### config.mk
export PLATFORM = sky130hd
export DESIGN_NAME = spa_div_stage
export DESIGN_NICKNAME = d
export VERILOG_FILES = /design/src/spa_pkg.sv /design/src/spa_div_stage.sv
export SDC_FILE = /design/constraint.sdc
export NUM_CORES = 1
export LEC_CHECK = 0
export BUFFER_PORTS_ARGS = -buffer_cell sky130_fd_sc_hd__buf_2
export CAP_MARGIN = 30
export CORE_AREA = 2 2 476 478
export CTS_CLUSTER_DIAMETER = 100
export DETAILED_ROUTE_END_ITERATION = 8
export DIE_AREA = 0 0 478 480
export SYNTH_ARGS = -nofsm -noshare
export SYNTH_HDL_FRONTEND = slang
export SYNTH_SLANG_ARGS = --single-unit
### constraint.sdc
create_clock -name clk_i -period 31.4 [get_ports clk_i]
set_input_delay 6.28 -clock clk_i [delete_from_list [all_inputs] [get_ports clk_i]]
set_output_delay 6.28 -clock clk_i [all_outputs]
set_load 0.1 [all_outputs]
### src/spa_pkg.sv
// Shared types, constants and helpers for the saturation primaries adjust block.
`default_nettype none
package spa_pkg;

  localparam int unsigned Lanes     = 9;
  localparam int unsigned SatW      = 17;
  localparam int unsigned CompW     = 32;
  localparam int unsigned DenW      = 30;
  localparam int unsigned DivSteps  = 32;
  localparam int unsigned InDataW   = 312;
  localparam int unsigned OutDataW  = 288;

  localparam logic [SatW-1:0]  SatMin   = 17'd13107;
  localparam logic [SatW-1:0]  SatMax   = 17'd65536;
  localparam logic [13:0]      LumaDen  = 14'd10000;
  localparam logic signed [31:0] T1Scale = 32'sd655360000;

  localparam logic [CompW-1:0] PosLimit = 32'h7FFF_FFFF;
  localparam logic [CompW-1:0] NegLimit = 32'h8000_0000;

  typedef struct packed {
    logic [DenW-1:0]                 den;
    logic [Lanes-1:0]                neg;
    logic [Lanes-1:0]                ovf;
    logic [Lanes-1:0][DenW-1:0]      rem;
    logic [Lanes-1:0][CompW-1:0]     quo;
  } div_t;

  function automatic logic [12:0] luma_num(input logic [1:0] idx);
    logic [12:0] r;
    case (idx)
      2'd0:    r = 13'd2126;
      2'd1:    r = 13'd7152;
      2'd2:    r = 13'd722;
      default: r = 13'd0;
    endcase
    return r;
  endfunction

endpackage
`default_nettype wire

### src/spa_div_stage.sv
// One restoring division step for all lanes, with its own pipeline register.
`default_nettype none
module spa_div_stage (
  input  logic          clk_i,
  input  logic          rst_ni,
  input  logic          valid_i,
  output logic          ready_o,
  input  spa_pkg::div_t data_i,
  output logic          valid_o,
  input  logic          ready_i,
  output spa_pkg::div_t data_o
);
  import spa_pkg::*;

  logic  v_q;
  div_t  d_q;
  div_t  d_n;

  assign ready_o = !v_q || ready_i;
  assign valid_o = v_q;
  assign data_o  = d_q;

  logic [DenW:0] sh [Lanes];
  logic [DenW:0] df [Lanes];
  always_comb begin
    d_n = data_i;
    for (int k = 0; k < Lanes; k++) begin
      sh[k] = {data_i.rem[k], data_i.quo[k][CompW-1]};
      df[k] = sh[k] - {1'b0, data_i.den};
      if (sh[k] >= {1'b0, data_i.den}) begin
        d_n.rem[k] = df[k][DenW-1:0];
        d_n.quo[k] = {data_i.quo[k][CompW-2:0], 1'b1};
      end else begin
        d_n.rem[k] = sh[k][DenW-1:0];
        d_n.quo[k] = {data_i.quo[k][CompW-2:0], 1'b0};
      end
    end
  end

  always_ff @(posedge clk_i or negedge rst_ni) begin
    if (!rst_ni) begin
      v_q <= 1'b0;
    end else if (ready_o) begin
      v_q <= valid_i;
    end
  end

  always_ff @(posedge clk_i) begin
    if (ready_o) d_q <= d_n;
  end

`ifndef SYNTHESIS
  logic rem_ok;
  always_comb begin
    rem_ok = 1'b1;
    for (int k = 0; k < Lanes; k++) begin
      if (!d_q.ovf[k] && d_q.rem[k] >= d_q.den) rem_ok = 1'b0;
    end
  end
  a_rem_below_den: assert property (@(posedge clk_i) disable iff (!rst_ni)
    v_q |-> rem_ok)
    else $error("partial remainder not below divisor");
`endif

endmodule
`default_nettype wire

==> results of run 1 <==
report_power, final:
part	total (mW)	leakage, nW	switching [mW]	internal (mW)
combinational	1.35	12.5	1.08	0.264
sequential	1.06	6.09	0.0418	1.02
clock	1.08	1.49	0.432	0.644
total	3.48	20.0	1.55	1.93
cell usage after synthesis (16+ instances only):
cell	n	area share [%]
nor2b_1	41	0.73
a31oi_1	27	0.48
mux2_2	123	4.0
o211ai_1	17	0.36
inv_1	105	1.1
nand2_1	216	2.3
a21oi_1	286	4.1
nand2b_1	34	0.61
o21a_1	32	0.69
edfxtp_1	606	52
nand3_1	59	0.84
xor2_1	85	2.1
nor2_1	191	2.0
o31ai_1	17	0.36
buf_2	24	0.34
a211oi_1	23	0.49
nor3_1	29	0.41
mux2i_1	16	0.46
nand4_1	46	0.82
o21ai_0	180	2.6
xnor2_1	144	3.6
clkbuf_1	44	0.47
a21o_1	116	2.5
o21bai_1	24	0.52
ha_1	270	9.7
and3_1	20	0.36
final timing paths:
check | to | depth (start not counted) | startpoint
min in group asynchronous | valid_o | 1 | rst_ni
hold reg to reg | data_o[34] | 1 | valid_o
max in group asynchronous | valid_o | 1 | rst_ni
hold / removal | data_o[34] | 1 | valid_o
setup / recovery | ready_o | 3 | ready_i
setup reg to reg | data_o[274] | 6 | valid_o
sequential cells by signal, indices dropped and copies added (netlist names):
name,cells
valid_o,1
data_o,606
cell type report:
class	instances	area, um^2	area share (%)
Clock inverter	58	849.6	1.768
Timing Repair Buffer	1257	6469	13.46
Clock buffer	101	2240	4.661
Inverter	105	394.1	0.8203
Multi-Input combinational cell	2209	15980	33.26
Antenna cell	60	150.1	0.3125
Sequential cell	607	18220	37.93
Tap cell	2992	3744	7.791
stage by stage:
step                std cells  util (%)  setup WS (ns)
floorplan                3005         -          3.699
global placement         7165     19.96          17.58
detailed placement       7168     19.98          17.56
CTS                      7327     21.36          17.56
global route             7362     21.42          17.51
finish                   7389     21.45          17.56
worst max-delay path: stages:
cell      delay, ns
buf_2          0.13
nand2b_4       0.52
buf_2          0.58
logic make-up after synthesis:
family,Yosys count
buffers and inverters,189
AO/OA/AOI/OAI,844
multiplexers,153
AND/OR/NAND/NOR,704
flip-flops,607
XOR/XNOR,229
adder cells (fa/ha/maj),279
per-layer routing:
layer | up-vias | global-route usage [%]
li1 | 14037 | -
met1 | 15518 | 19.70
met2 | 1549 | 32.96
met3 | 429 | 4.861
met4 | 56 | 9.014
met5 | - | 0
==> reports/metrics.yaml, run 1 <==
h-tree-depth: 3
place_hpwl_mm: 180.1
layout_commonest_cell: "buf_2"
cts_buffers: 85
chipHeight_um: 480
grt_overflow_total: 0
vias: 31589
place_area_mm2: 0.04476
cts_setup_buffers: 0
hold_buffers: 0
wl_met2_mm: 112.3
synth_warnings: 0
synth_compound_area_share_pct: 15.25
ys.flop_type: "edfxtp_1"
ir_drop_v: 0.00004732
slew_headroom_pct: 34.96
synth_area_mm2: 0.03498
worstPathRequired_ns: 25.12
final_area_mm2: 0.04805
report.final.slew_viol_count: 0
antenna_found_initial: 137
root_buffer: "clkbuf_16"
setup_viol: 0
crit_type: "input pin to output port"
placementRows: 174
yosys.area_share.simple_pct: 9.551
synth-edff-count: 606
tritoncts: "yes"
end_kind: "output port"
hold_viol: 0
grt_pass1_vias: 30492
finClkSkew_ns: 0.03861
min_path_type: "flop to flop"
hold_ws_ns: 1.040
syn_inst: 3005
drt_wl_total_mm: 221.0
period_needed_ns: 13.84
synth-seq-cells: 607
tns_ns: 0
wl_met1_mm: 80.32
synth_top_family_by_area: "compound AO/OA/AOI/OAI gates"
start_util_pct: 15.61
die-area_mm2: 0.2294
syn_to_final_growth_pct: 37.37
drc: 0
ys_types: 84
power_mw: 3.481
ant_nets: 0
gp_congestion: 0.9270
path_clk_slew_ns: 0.06
clk_latency_ns: 0.74
route.met3.wl_mm: 15.74
start_kind: "input pin"
maxCapViolCount: 0
ios: 1218
powerDensity_mw_per_mm2: 72.44
rrSetupSlack_ns: 27.19
synthMuxAreaShare_pct: 4.890
drive_gt1_share_pct: 36.57
crit_arrival_ns: 7.56
drtIter0Drc: 2514
port_buffers: 1217
worst-slew-pin-transition_ns: 0.9756
top_layer: "met5"
grt_max_degree: 120
syn_area_per_cell_um2: 11.64
cts.sinks: 607
drt-wirelength-per-cell_um: 29.91
synth_xor_area_share_pct: 5.734
crit_fanout: 31
power_leakage_nw: 20.04
fillCellCount: 24264
fp.dieW_um: 478
via_per_inst: 4.275
status: "finished clean"
fmax_mhz: 72.24
period_share_pct: 44.08
ys_seq_area_share_pct: 52.10
grt_pass1_wl_mm: 280.3
ctsLongestPathBuffers: 3
syn_nets: 3894
synth_fa_ha_area_share_pct: 10.17
most-common-layout-cells: "1217 x buf_2, 606 x edfxtp_1, 285 x a21oi_1"
cts_resized: 0
fin_nets: 5154
async_flop_share_pct: 0.1647
core_area_mm2: 0.2240
grtUsageTotal_pct: 18.30
first_pass_iters: 5
rsz0062_at_grt: "false"
No activity file was read; power rests on OpenSTA's default activity.
==> inputs of run 2 (changes only) <==
--- a/config.mk
+++ b/config.mk
@@ -7,10 +7,10 @@
 export LEC_CHECK = 0
 export BUFFER_PORTS_ARGS = -buffer_cell sky130_fd_sc_hd__buf_2
 export CAP_MARGIN = 30
-export CORE_AREA = 2 2 476 478
+export CORE_AREA = 2 2 473 475
 export CTS_CLUSTER_DIAMETER = 100
 export DETAILED_ROUTE_END_ITERATION = 8
-export DIE_AREA = 0 0 478 480
+export DIE_AREA = 0 0 475 477
 export SYNTH_ARGS = -nofsm -noshare
 export SYNTH_HDL_FRONTEND = slang
 export SYNTH_SLANG_ARGS = --single-unit
==> constraint.sdc (replaced) <==
create_clock -name clk_i -period 12.1 [get_ports clk_i]
set_input_delay 2.42 -clock clk_i [delete_from_list [all_inputs] [get_ports clk_i]]
set_output_delay 2.42 -clock clk_i [all_outputs]
set_load 0.1 [all_outputs]
==> run 2 against run 1 <==
Sequential power increased to 2.6 times the previous value. Hold slack improved by 0.11 ns. Die area decreased by 1.2%. Sequential share of layout area increased by 0.13 points.
==> reports/metrics.yaml, run 2 (synthesis gave the netlist of run 1 again) <==
status: "finished clean"
start_kind: "input pin"
drive_gt1_share_pct: 36.25  # -0.32 points
die-area_mm2: 0.2266  # -1.2%
grt_max_degree: 168  # +40%
fin_nets: 5147  # -0.14%
slew_headroom_pct: 29.86  # -5.1 points
cp-startpoint: "data_i[577]"
ctsLongestPathBuffers: 3  # unchanged
port_buffers: 1217  # unchanged
period_share_pct: 51.55
crit_fanout: 18  # -42%
powerDensity_mw_per_mm2: 188.2  # +160%
worst-slew-pin-transition_ns: 1.052  # +0.07639 ns
core_area_mm2: 0.2214  # -1.2%
maxCapViolCount: 0  # unchanged
rsz0062_at_grt: "false"
hold_viol: 0  # unchanged
rr_startpoint: "valid_o"
grt_overflow_total: 0  # unchanged
min_path_type: "flop to flop"
placementRows: 173  # -0.57%
worst-path-buf-inv: 4  # +2
grt_pass1_wl_mm: 280.4  # about the same
hold_buffers: 0  # unchanged
ant_nets: 0  # unchanged
report.final.slew_viol_count: 0  # unchanged
drc: 0  # unchanged
via_per_inst: 4.315  # +0.92%
antenna_found_initial: 124  # -9.5%
start_util_pct: 15.80  # +0.18 points
grt_pass1_vias: 30584  # +0.30%
regArea_mm2: 0.01822  # unchanged
multi_input_area_mm2: 0.01598  # about the same
drt_wl_total_mm: 221.1  # about the same
crit_arrival_ns: 6.70  # -0.86 ns
fmax_mhz: 160.3
max_stage_delay_ns: 0.67  # +0.09 ns
finClkSkew_ns: 0.06285  # +0.02425 ns
root_buffer: "clkbuf_16"
drtIter0Drc: 2391  # -4.9%
cts_setup_buffers: 0  # unchanged
tns_ns: 0  # unchanged
layout_commonest_cell: "buf_2"
power_leakage_nw: 19.94  # -0.52%
vias: 31769  # +0.57%
tritoncts: "yes"
hp-start: "valid_o"
grtUsageTotal_pct: 18.58  # +0.28 points
syn_to_final_growth_pct: 36.91
crit_chain: "buf_2 > inv_2 > buf_4 > ha_1 > nor2b_1 > o21ai_1 > nand2b_1 > a211oi_1 > o31a_1 > o21ai_1 > a221o_1 > o21bai_1 > a41oi_2 > buf_4 > mux2_1"
cp_top_family: "compound AO/OA/AOI/OAI gates"
hold_ws_ns: 1.152  # +0.1118 ns
period_needed_ns: 6.237
fillCellCount: 24004  # -1.1%
h-tree-depth: 3  # unchanged
crit_type: "input pin to flop"
fp.dieW_um: 475  # -0.63%
worstPathRequired_ns: 12.56  # -12.56 ns
clk_latency_ns: 0.72  # -0.02 ns
end_kind: "flop"
drt-wirelength-per-cell_um: 30.02  # +0.38%
first_pass_iters: 5  # unchanged
chipHeight_um: 477  # -0.63%
utilization_pct: 21.63  # +0.18 points
cts_buffers: 82  # -3.5%
ir_drop_v: 0.0001729  # +270%
ios: 1218  # unchanged
power_mw: 9.011  # +160%
most-common-layout-cells: "1217 x buf_2, 606 x edfxtp_1, 285 x a21oi_1"
cts_resized: 0  # unchanged
gp_congestion: 0.9341  # +0.77%
path_clk_slew_ns: 0.06  # about the same
largest_register_ffs: 606  # unchanged
slowest_stage: "a41oi_2"
place_hpwl_mm: 179.1  # -0.56%
setup_viol: 0  # unchanged
cts.sinks: 607  # unchanged
## run 2: changes by cell type in the layout (fill, tap and decap cells not counted), moves of 2 or more
| cell | delta |
|---|---|
| buf_4 | -4 |
| clkbuf_1 | -8 |
| clkbuf_16 | -4 |
| clkinv_1 | +13 |
| clkinv_16 | -2 |
| clkinv_2 | -5 |
| clkinvlp_4 | +3 |
| diode_2 | +2 |
| inv_16 | +3 |
| inv_2 | -8 |
| inv_6 | +3 |
## run 2: final timing paths
kind / end / slack, ns / cells after the start
min in group asynchronous: valid_o / 1.46 / 1
max reg2reg: data_o[341] / 8.56 / 4
min: valid_o / 1.15 / 3
max: data_o[442] / 5.86 / 15
max in group asynchronous: valid_o / 10.55 / 1
min reg2reg: valid_o / 1.15 / 3
## run 2: stage by stage
step / setup slack [ns] / cells / instance area (um^2)
floorplan: 2.930 / 3005 / 34980
global placement: 5.007 / 7147 / 44700
detailed placement: 5.003 / 7149 / 44750
CTS: 5.829 / 7301 / 47730
global route: 5.675 / 7341 / 47830
finish: 5.863 / 7363 / 47890
## run 2: worst register-to-register path, stage by stage, from the launching register on
cell and delay [ns]:
dfrtp_1 0.42, nand2b_4 0.25, buf_12 0.49, buf_4 1.03
buf_12 0.70
## run 2: area by class of cell
| type | count | area share (%) |
|---|---|---|
| antenna | 62 | 0.3240 |
| clock buffer | 88 | 4.376 |
| clock inverter | 64 | 1.855 |
| inverter | 105 | 0.8230 |
| multi-input combinational | 2209 | 33.37 |
| sequential | 607 | 38.05 |
| tap | 2975 | 7.773 |
| timing repair buffer | 1253 | 13.43 |
## run 2: where the power goes
group	internal (mW)	leakage, nW	total [mW]	switching, mW
logic	0.685	12.4	3.49	2.81
clock network	1.61	1.43	2.74	1.13
registers	2.64	6.09	2.78	0.139
total	4.94	19.9	9.01	4.07
## run 2: per-layer routing
metal	routed length, um	track usage [%]
met3	16020	4.605
met1	76120	19.05
met2	108000	31.82
met5	372	0
met4	20600	15.42
