===== src/spa_pkg.sv =====
// Shared types, constants and helpers for the saturation primaries adjust block.
`default_nettype none
package spa_pkg;

  localparam int unsigned Lanes     = 9;
  localparam int unsigned SatW      = 17;
  localparam int unsigned CompW     = 32;
  localparam int unsigned DenW      = 30;
  localparam int unsigned DivSteps  = 32;
  localparam int unsigned InDataW   = 312;
  localparam int unsigned OutDataW  = 288;

  localparam logic [SatW-1:0]  SatMin   = 17'd13107;
  localparam logic [SatW-1:0]  SatMax   = 17'd65536;
  localparam logic [13:0]      LumaDen  = 14'd10000;
  localparam logic signed [31:0] T1Scale = 32'sd655360000;

  localparam logic [CompW-1:0] PosLimit = 32'h7FFF_FFFF;
  localparam logic [CompW-1:0] NegLimit = 32'h8000_0000;

  typedef struct packed {
    logic [DenW-1:0]                 den;
    logic [Lanes-1:0]                neg;
    logic [Lanes-1:0]                ovf;
    logic [Lanes-1:0][DenW-1:0]      rem;
    logic [Lanes-1:0][CompW-1:0]     quo;
  } div_t;

  function automatic logic [12:0] luma_num(input logic [1:0] idx);
    logic [12:0] r;
    case (idx)
      2'd0:    r = 13'd2126;
      2'd1:    r = 13'd7152;
      2'd2:    r = 13'd722;
      default: r = 13'd0;
    endcase
    return r;
  endfunction

endpackage
`default_nettype wire


===== src/spa_out.sv =====
// Output stage: sign restore and saturation to the signed 32-bit range.
`default_nettype none
module spa_out (
  input  logic                                  clk_i,
  input  logic                                  rst_ni,
  input  logic                                  valid_i,
  output logic                                  ready_o,
  input  spa_pkg::div_t                         data_i,
  output logic                                  valid_o,
  input  logic                                  ready_i,
  output logic [spa_pkg::Lanes-1:0][31:0]       comp_o
);
  import spa_pkg::*;

  logic                         v_q;
  logic [Lanes-1:0][CompW-1:0]  r_q;
  logic [Lanes-1:0][CompW-1:0]  r_d;

  assign ready_o = !v_q || ready_i;
  assign valid_o = v_q;
  assign comp_o  = r_q;

  always_comb begin
    for (int k = 0; k < Lanes; k++) begin
      if (data_i.neg[k]) begin
        if (data_i.ovf[k] || data_i.quo[k] > NegLimit) r_d[k] = NegLimit;
        else                                             r_d[k] = -data_i.quo[k];
      end else begin
        if (data_i.ovf[k] || data_i.quo[k] > PosLimit) r_d[k] = PosLimit;
        else                                             r_d[k] = data_i.quo[k];
      end
    end
  end

  always_ff @(posedge clk_i or negedge rst_ni) begin
    if (!rst_ni) begin
      v_q <= 1'b0;
    end else if (ready_o) begin
      v_q <= valid_i;
    end
  end

  always_ff @(posedge clk_i) begin
    if (ready_o) r_q <= r_d;
  end

endmodule
`default_nettype wire


===== config.mk =====
export PLATFORM = sky130hd
export DESIGN_NAME = spa_out
export DESIGN_NICKNAME = d
export VERILOG_FILES = /design/src/spa_pkg.sv /design/src/spa_out.sv
export SDC_FILE = /design/constraint.sdc
export NUM_CORES = 1
export LEC_CHECK = 0
export BUFFER_PORTS_ARGS = -buffer_cell sky130_fd_sc_hd__buf_4
export CAP_MARGIN = 20
export CORE_AREA = 2 2 348 350
export CTS_CLUSTER_SIZE = 8
export DETAILED_ROUTE_END_ITERATION = 12
export DIE_AREA = 0 0 350 352
export PLACE_DENSITY = 0.46
export SLEW_MARGIN = 5
export SYNTH_ARGS = -nofsm -noshare
export SYNTH_HDL_FRONTEND = slang
export SYNTH_SLANG_ARGS = --single-unit

===== constraint.sdc =====
create_clock -name clk_i -period 15.1 [get_ports clk_i]
set_clock_uncertainty 0.1 [all_clocks]
set_input_delay 3.02 -clock clk_i [delete_from_list [all_inputs] [get_ports clk_i]]
set_output_delay 3.02 -clock clk_i [all_outputs]
set_load 0.03 [all_outputs]

==> results.md, run 1 <==
* Post-cts hold buffer count at 0
* Critical path required time at 11.98 ns
* Port buffer count at 599
* Seq cells post-synth at 289
* Syn Inst Count at 2006
* VDD IR max at 82.6 uV
* Top cell type by total area after synthesis: edfxtp_1
* Setup TNS at 0 ns
* Die area at 123000 sq um
* Crit Path Category: in2out
* Post-CTS setup buffer count at 0
* Area contributors post-synth: edfxtp_1, a21oi_1, a311oi_1
* Gr usage total at 0.135
* Die W at 350 microns
* Crit-path max cell delay at 0.27 ns
* Clock transition at the registers of the reported paths at 0.05 ns
* Max-Cap Viols at 0
* Sw Ratio at 0.317
* NetSw at 818 uW
* Sequential cell area at 8670 sq um
* Avg WL per Cell at 20.9 microns
* RSZ-0062 raised after global routing: no
* DRC violation total after the first TritonRoute iteration at 1540
* Slew HR at 0.310
* Ports at 900
* Drt first pass iters at 5
* Sequential share of power at 0.392
* Slowest cell on the critical path: nand2b_4
* Synth Cell Area at 18500 sq um
* Starting Density at 0.155
* Rows at 127
* Nets at 3166
* Dpl cells at 4112
* Critical path fanouts, max at 18
* First-pass GRT wire length at 125000 microns
* Worst-Margin Slew at 1.04 ns
* Routed Antenna Nets at 0
* Final Non-Filler Cells at 4182
* CTS Buf Count at 44
* CP endpoint kind: primary output
* DR DRC count at 0
* Core area at 119000 sq um
* CP Data Arrival Time at 3.68 ns
* R2R Setup Slk at 11.59 ns
* Share of the synthesized area in the top cell type at 0.468
* GP Congestion at 0.844
* Post-synth EDFFs at 288
* Clock Power Share at 0.370
* Max Fclk at 147 MHz
* Share of cells above drive strength 1 at 0.289
* Internal power at 1760 uW
* Critical Path Source Type: primary input
* Hold/Removal Path Class: reg2reg
* Die height at 352 microns
* DPL Wire Length at 67300 microns
* Vias at 19200
* Outcome: finished, final reports clean
* Clk sinks at 289
* Largest net degree at the start of global routing at 64
* Tmin final at 6.80 ns
* P_leak at 0.00917 uW
* Final Hold Vio Count at 0
* Area of the multi-input gates at 9130 sq um
* Seq/Total Area, Yosys at 0.470
* Setup violators final at 0
* Clk Latency, worst-skew pair at 0.59 ns
* Vias in the first global route at 18000
* CTS max path bufs at 3
* H-Tree Depth at 2
* Fill cells at 13000
* Pwr/cell area at 99.2 nW/um^2
* CTS resizes at 0
* Layout area overhead at 40.9%
* Root Buffer: clkbuf_16
* Worst-path cell chain: buf_4, nand2b_4, buf_4
* Top_reg_cell synth: edfxtp_1
* Initial antenna violation count at 19
* TritonCTS clock tree: built
* Final max-slew violation count at 0
* Vias/cell at 4.60
* Combinational Power Share at 0.238
* Final WL at 87300 microns
* Total gr overflow at 0
* Final period util at 0.450
* Unique masters post-synth at 74
* Post-synth net total at 2625
* Async S/R FF share, synth at 0.00346
* Mean Syn Cell Area at 9.21 sq um
* Yosys warnings at 0
* Most frequent cell on the critical path: buf_4
[state kept, by name (all words and copies together) (netlist names)]
signal,flops
comp_o,288
valid_o,1
[final timing paths]
kind / start / end / cells past startpoint
min in group asynchronous: rst_ni / valid_o / 1
hold / removal: valid_o / comp_o[191] / 1
setup / recovery: ready_i / ready_o / 3
max in group asynchronous: rst_ni / valid_o / 1
hold reg to reg: valid_o / comp_o[191] / 1
setup reg to reg: valid_o / comp_o[261] / 4
[final cells by class]
class                           count  area share
Antenna cell                       10    0.000961
Inverter                           55     0.00793
Clock inverter                      7     0.00356
Clock buffer                       52      0.0451
Tap cell                         1612      0.0775
Sequential cell                   289       0.333
Multi-Input combinational cell   1529       0.351
Timing Repair Buffer              628       0.181
[kinds of logic after synthesis]
kind of cell               after synthesis  synth area share
and+or+nand+nor                        916             0.258
adders and majority gates                9           0.00610
xor gates and xnor gates                 4           0.00190
DFF                                    289             0.470
AOI/OAI and AO/OA                      592             0.220
muxes                                    8           0.00434
buffers and inverters                  188            0.0398
[cell usage in the layout (no fill, tap or decap), drive strengths merged, types with 30 or more instances in the layout]
cell type / Yosys / routed
buf: 18 / 627
edfxtp: 288 / 288
nor2: 217 / 217
a21oi: 210 / 210
nand2: 152 / 152
a311oi: 107 / 107
nor3: 106 / 106
nand3: 102 / 102
nor4: 71 / 71
nand4: 70 / 70
inv: 54 / 54
clkbuf: 115 / 53
o21ai: 48 / 48
or4: 46 / 46
o22ai: 42 / 42
or3: 37 / 37
a211oi: 30 / 30
[cells in the mapped netlist, types with 5 or more instances]
cell type	instances
nand4b_1	12
clkbuf_1	115
o311ai_0	13
or2_2	24
o22ai_1	42
or3_1	37
o21ai_0	48
o22a_1	5
a221o_1	8
edfxtp_1	288
nor3_1	99
inv_1	53
and3_1	12
nand2b_1	14
mux2i_1	8
nor3b_1	11
o311a_1	14
nand3_1	102
o211a_1	10
nor3_2	7
a21oi_1	210
o211ai_1	9
a211o_1	11
nor2_1	216
ha_1	9
a211oi_1	29
nand2_1	152
o41ai_1	8
nand3b_1	11
a31oi_1	22
nand4_1	70
buf_1	9
a311oi_1	107
and2_1	10
o21a_1	5
or4_1	45
a21o_1	8
nor4_1	70
buf_2	6
[through the flow]
step / power [uW] / util / hold WS (ns) / area, sq um / setup WS (ns)
after global routing: 2690 / 0.218 / 0.780 / 26000 / 8.27
final: 2580 / 0.218 / 0.736 / 26000 / 8.30
after detailed placement: 1650 / 0.207 / 0.740 / 24700 / 8.24
after CTS: 2630 / 0.218 / 0.753 / 26000 / 8.29
after floorplan: 1340 / - / 2.62 / 18500 / 1.85
after global placement: 1650 / 0.207 / 0.732 / 24700 / 8.24
[worst max-delay path: cells and delay by family]
kind / cells / cell delay (ns)
simple gates: 1 / 0.27
buf+inv: 2 / 0.37
[power by group through the flow]
| stage | combinational (uW) | clock [uW] | sequential (uW) |
|---|---|---|---|
| finish | 614 | 956 | 1010 |
| global route | 654 | 1020 | 1020 |
| CTS | 620 | 1000 | 1010 |
| detailed placement | 619 | 0 | 1030 |
| global placement | 619 | 0 | 1030 |
| floorplan | 155 | 0 | 1190 |
[per-layer routing]
layer / vias to the layer above / wire (microns) / GRT usage
li1: 9132 / - / -
met2: 728 / 38400 / 0.204
met3: 113 / 7330 / 0.0391
met4: 14 / 2060 / 0.0379
met5: - / 95 / 0
met1: 9235 / 39500 / 0.184
Note: power is estimated with default switching activity, not from simulation.
==> inputs of run 2 (changes only) <==
CORE_AREA = 2 2 346 348   (was 2 2 348 350)
DIE_AREA = 0 0 348 350   (was 0 0 350 352)
PLACE_DENSITY = 0.47   (was 0.46)
clock period = 5.91 ns   (was 15.1 ns; I/O delays follow)
==> results.md, run 2 (same netlist as run 1, synthesis figures left out) <==
* Share of cells above drive strength 1 at 0.290 (was 0.289)
* CTS resizes at 0 (unchanged)
* CP Data Arrival Time at 4.43 ns (was 3.68 ns)
* Final core occ at 0.221 (was 0.218)
* Final WL at 86700 microns (was 87300 microns)
* Die area at 122000 sq um (was 123000 sq um)
* Most frequent cells in the layout: buf_4, edfxtp_1, nor2_1, a21oi_1, nand2_1 (unchanged)
* Clock transition at the registers of the reported paths at 0.06 ns (was 0.05 ns)
* Root Buffer: clkbuf_16 (unchanged)
* Clk Latency, worst-skew pair at 0.58 ns (was 0.59 ns)
* CTS max path bufs at 3 (unchanged)
* CTS Buf Count at 45 (was 44)
* Max reg flops at 288 (unchanged)
* Critical Path Source Type: primary input (unchanged)
* GP Congestion at 0.854 (was 0.844)
* Pre-CTS setup slack at 1.13 ns (was 8.24 ns)
* Routed Antenna Nets at 0 (unchanged)
* Post-CTS setup buffer count at 0 (unchanged)
* R2R Setup Slk at 3.61 ns (was 11.59 ns)
* Critical path origin: data_i[0] (was ready_i)
* RSZ-0062 raised after global routing: no (unchanged)
* CP endpoint kind: flop (was primary output)
* Vias in the first global route at 17800 (was 18000)
* Clk sinks at 289 (unchanged)
* Max Fclk at 242 MHz
* Tmin final at 4.13 ns
* Outcome: finished, final reports clean (unchanged)
* Pwr Total at 6670 uW (was 2580 uW)
* Drt first pass iters at 5 (unchanged)
* DR DRC count at 0 (unchanged)
* Most common cell after layout, fill and taps aside: buf_4 (unchanged)
* Initial antenna violation count at 16 (was 19)
* Starting Density at 0.157 (was 0.155)
* Setup TNS at 0 ns (unchanged)
* Max-Cap Viols at 0 (unchanged)
* First-pass GRT wire length at 124000 microns (was 125000 microns)
* Layout area overhead at 41.0% (was 40.9%)
* Worst-Margin Slew at 1.08 ns (was 1.04 ns)
* Die height at 350 microns (was 352 microns)
* Design area at 26000 sq um (about the same)
* Die W at 348 microns (was 350 microns)
* Largest net degree at the start of global routing at 139 (was 64)
* Rows at 126 (was 127)
* Final Hold Vio Count at 0 (unchanged)
* Pwr/cell area at 256 nW/um^2 (was 99.2 nW/um^2)
* Crit Path Category: in2reg (was in2out)
* R2R Path End: comp_o[6] (was comp_o[261])
* Post-cts hold buffer count at 0 (unchanged)
* Placed Instance Area at 24700 sq um (about the same)
* Avg WL per Cell at 21.1 microns (was 20.9 microns)
* Critical Path End: comp_o[4] (was ready_o)
* Core area at 118000 sq um (was 119000 sq um)
* Gr usage total at 0.134 (was 0.135)
* Vias/cell at 4.70 (was 4.60)
* Total gr overflow at 0 (unchanged)
* Slew HR at 0.278 (was 0.310)
* DRC violation total after the first TritonRoute iteration at 1401 (was 1540)
* R2R Path Start: valid_o (unchanged)
* Worst r2r path cells at 2 (was 4)
* Final period util at 0.699
* Final max-slew violation count at 0 (unchanged)
* Port buffer count at 599 (unchanged)
* Hold/Removal Path Class: in2async (was reg2reg)
* Final critical-path setup slack at 1.78 ns (was 8.30 ns)
* Vias at 19300 (was 19200)
* H-Tree Depth at 2 (unchanged)
* Nets at 3170 (was 3166)
* Critical path required time at 6.21 ns (was 11.98 ns)
* TritonCTS clock tree: built (unchanged)
* DPL Wire Length at 65800 microns (was 67300 microns)
* Critical path fanouts, max at 22 (was 18)
* P_leak at 0.00922 uW (was 0.00917 uW)
* Setup violators final at 0 (unchanged)
* Ports at 900 (unchanged)
* VDD IR max at 172 uV (was 82.6 uV)
[run 2: area by class of cell]
| class | count | area, sq um |
|---|---|---|
| inverter | 55 | 206 |
| sequential | 289 | 8670 |
| clock inverter | 10 | 125 |
| tap | 1536 | 1920 |
| multi-input combinational | 1529 | 9140 |
| timing repair buffer | 631 | 4760 |
| antenna | 10 | 25.0 |
| fill | 12900 | 91700 |
| clock buffer | 56 | 1190 |
[run 2: worst min-delay path by stage]
stage | start | end | slack (ns)
2_1_floorplan | rst_ni | valid_o | 0.79
3_5_place_dp | rst_ni | valid_o | 0.86
6_report | rst_ni | valid_o | 0.27
5_1_grt | rst_ni | valid_o | 0.21
4_1_cts | rst_ni | valid_o | 0.20
3_3_place_gp | rst_ni | valid_o | 0.86
[run 2: stage by stage]
step                      instances  hold slack [ns]
after global routing           4110            0.210
after floorplan                2006            0.786
after detailed placement       4040            0.859
after CTS                      4106            0.196
final                          4116            0.266
after global placement         4040            0.859
[run 2: critical path, stage by stage]
cell      delay (ns)
buf_4           0.15
inv_1           0.06
ha_1            0.23
or3b_2          0.56
nor4_2          0.66
nand4_1         0.26
o311a_1         0.70
buf_4           0.32
a311oi_1        0.30
[run 2: power by group]
| part | total [uW] | switching [uW] | leakage (uW) | internal (uW) |
|---|---|---|---|---|
| Clock | 2510 | 1020 | 0.000636 | 1490 |
| Combinational | 1560 | 1020 | 0.00564 | 539 |
| Sequential | 2600 | 88.0 | 0.00294 | 2510 |
[run 2: layer usage]
layer,part of all wire,vias to the layer above,global-route usage
met2,0.44,731,0.200
met4,0.020,10,0.0343
li1,-,9145,-
met1,0.46,9359,0.189
met5,0.00072,-,0
met3,0.080,91,0.0375
==> inputs of run 3 (changes only) <==
CORE_AREA = 2 2 348 350   (was 2 2 346 348)
DIE_AREA = 0 0 350 352   (was 0 0 348 350)
PLACE_DENSITY = 0.46   (was 0.47)
clock period = 4.2 ns   (was 5.91 ns; I/O delays follow)
==> results.md, run 3 (same netlist as run 1, synthesis figures left out) <==
* Clock transition at the registers of the reported paths at 0.05 ns (was 0.06 ns)
* Vias/cell at 4.58 (was 4.70)
* Most common cell after layout, fill and taps aside: buf_4 (unchanged)
* Final period util at 0.775
* Nets at 3228 (was 3170)
* Rows at 127 (was 126)
* R2R Path End: comp_o[19] (was comp_o[6])
* Initial antenna violation count at 13 (was 16)
* Critical path required time at 4.43 ns (was 6.21 ns)
* Die height at 352 microns (was 350 microns)
* Port buffer count at 599 (unchanged)
* DRC violation total after the first TritonRoute iteration at 1435 (was 1401)
* Final Non-Filler Cells at 4247 (was 4116)
* Worst-Margin Slew at 1.05 ns (was 1.08 ns)
* GP Congestion at 0.878 (was 0.854)
* Drt first pass iters at 5 (unchanged)
* Die W at 350 microns (was 348 microns)
* Post-CTS setup buffer count at 0 (unchanged)
* Clk Latency, worst-skew pair at 0.60 ns (was 0.58 ns)
* Crit Path Category: in2reg (unchanged)
* DR DRC count at 0 (unchanged)
* Critical path origin: data_i[88] (was data_i[0])
* Hold/Removal Path Class: in2reg (was in2async)
* H-Tree Depth at 2 (unchanged)
* Dpl cells at 4172 (was 4040)
* Max Fclk at 307 MHz
* TritonCTS clock tree: built (unchanged)
* CTS max path bufs at 3 (unchanged)
* R2R Setup Slk at 2.42 ns (was 3.61 ns)
* Tmin final at 3.26 ns
* Core area at 119000 sq um (was 118000 sq um)
* Starting Density at 0.155 (was 0.157)
* Met2 WL at 39300 microns (was 37800 microns)
* Final max-slew violation count at 0 (unchanged)
* Fill cells at 13100 (was 12900)
* Ports at 900 (unchanged)
* Outcome: finished, final reports clean (unchanged)
* Gr usage total at 0.138 (was 0.134)
* Top sig layer: met5 (unchanged)
* Setup TNS at 0 ns (unchanged)
* Share of cells above drive strength 1 at 0.305 (was 0.290)
* Root Buffer: clkbuf_16 (unchanged)
* Die area at 123000 sq um (was 122000 sq um)
* DPL Wire Length at 70000 microns (was 65800 microns)
* CP Data Arrival Time at 3.49 ns (was 4.43 ns)
* Final WL at 89300 microns (was 86700 microns)
* Clk sinks at 289 (unchanged)
* Max-Cap Viols at 0 (unchanged)
* Max reg flops at 288 (unchanged)
* Vias in the first global route at 18100 (was 17800)
* Critical Path Source Type: primary input (unchanged)
* M1 WL at 40200 microns (was 40100 microns)
* P_leak at 0.00951 uW (was 0.00922 uW)
* Most frequent cells in the layout: buf_4, edfxtp_1, nor2_1, a21oi_1, nand2_1 (unchanged)
* Critical Path End: comp_o[78] (was comp_o[4])
* First-pass GRT wire length at 127000 microns (was 124000 microns)
* RSZ-0062 raised after global routing: no (unchanged)
* Setup violators final at 0 (unchanged)
* Worst r2r path cells at 2 (unchanged)
* Pwr/cell area at 354 nW/um^2 (was 256 nW/um^2)
* CTS Buf Count at 46 (was 45)
* Slew HR at 0.297 (was 0.278)
* R2R Path Start: valid_o (unchanged)
* Largest net degree at the start of global routing at 121 (was 139)
* Layout area overhead at 43.9% (was 41.0%)
* Final Hold Vio Count at 0 (unchanged)
* Sequential cell area at 8670 sq um (unchanged)
* CP endpoint kind: flop (unchanged)
* Final core occ at 0.223 (was 0.221)
* Avg WL per Cell at 21.0 microns (was 21.1 microns)
* DR WL met3 at 7450 microns (was 6980 microns)
* Area of the multi-input gates at 9130 sq um (was 9140 sq um)
* VDD IR max at 253 uV (was 172 uV)
* Total gr overflow at 0 (unchanged)
* Critical path fanouts, max at 12 (was 22)
* Vias at 19400 (was 19300)
* Routed Antenna Nets at 0 (unchanged)
run 3: changes by cell type in the layout (fill, tap and decap cells not counted):
cell	delta
buf_12	+2
buf_4	+54
bufinv_16	-1
clkbuf_1	+1
clkinv_1	+2
clkinv_2	+1
diode_2	-6
dlygate4sd3_1	+1
inv_16	+1
nor4_2	+1
nor4_4	-1
run 3: what timing repair did:
action,4_1_cts,5_1_grt
hold buffers,1,0
endpoints found under the setup margin,0,0
endpoints found under the hold margin,1,0
resized for setup,0,0
run 3: layer usage:
metal  global-route usage  vias up
li1                     -     9249
met1                0.188     9358
met2                0.210      708
met3               0.0397      113
met4               0.0390       10
met5                    0        -
run 3: worst max-delay path, stage by stage:
cell      delay, ns
buf_4          0.13
or4_1          0.67
or4_4          0.61
o41ai_4        0.49
nor2_2         0.25
a311oi_1       0.48
run 3: where the power goes:
part | switching [uW] | internal, uW | leakage, uW
sequential | 104 | 3530 | 0.00294
combinational | 1460 | 787 | 0.00593
clock | 1470 | 2050 | 0.000640
total | 3040 | 6370 | 0.00951
run 3: cell type report:
class	count	share of cell area
diodes	4	0.000377
clock inverters	13	0.00480
multi-input cells	1529	0.344
well taps	1612	0.0759
clock buffers	57	0.0449
repair buffers	688	0.196
inverters	55	0.00777
flip-flops and latches	289	0.326
run 3: worst min-delay path by stage:
stage	start	endpoint	slack [ns]	cells past startpoint
finish	valid_i	valid_o	0.33	2
global route	valid_i	valid_o	0.28	2
CTS	valid_i	valid_o	0.27	2
detailed placement	rst_ni	valid_o	0.52	1
global placement	rst_ni	valid_o	0.52	1
floorplan	rst_ni	valid_o	0.44	0
run 3: through the flow:
stage	total power [uW]	hold WS, ns	setup WS, ns	instance area [sq um]
after detailed placement	5950	0.517	0.323	25200
after global placement	5950	0.516	0.362	25200
after floorplan	4790	0.444	0.348	18500
after CTS	9610	0.266	1.03	26600
after global routing	9850	0.282	0.855	26600
final	9410	0.330	0.945	26600
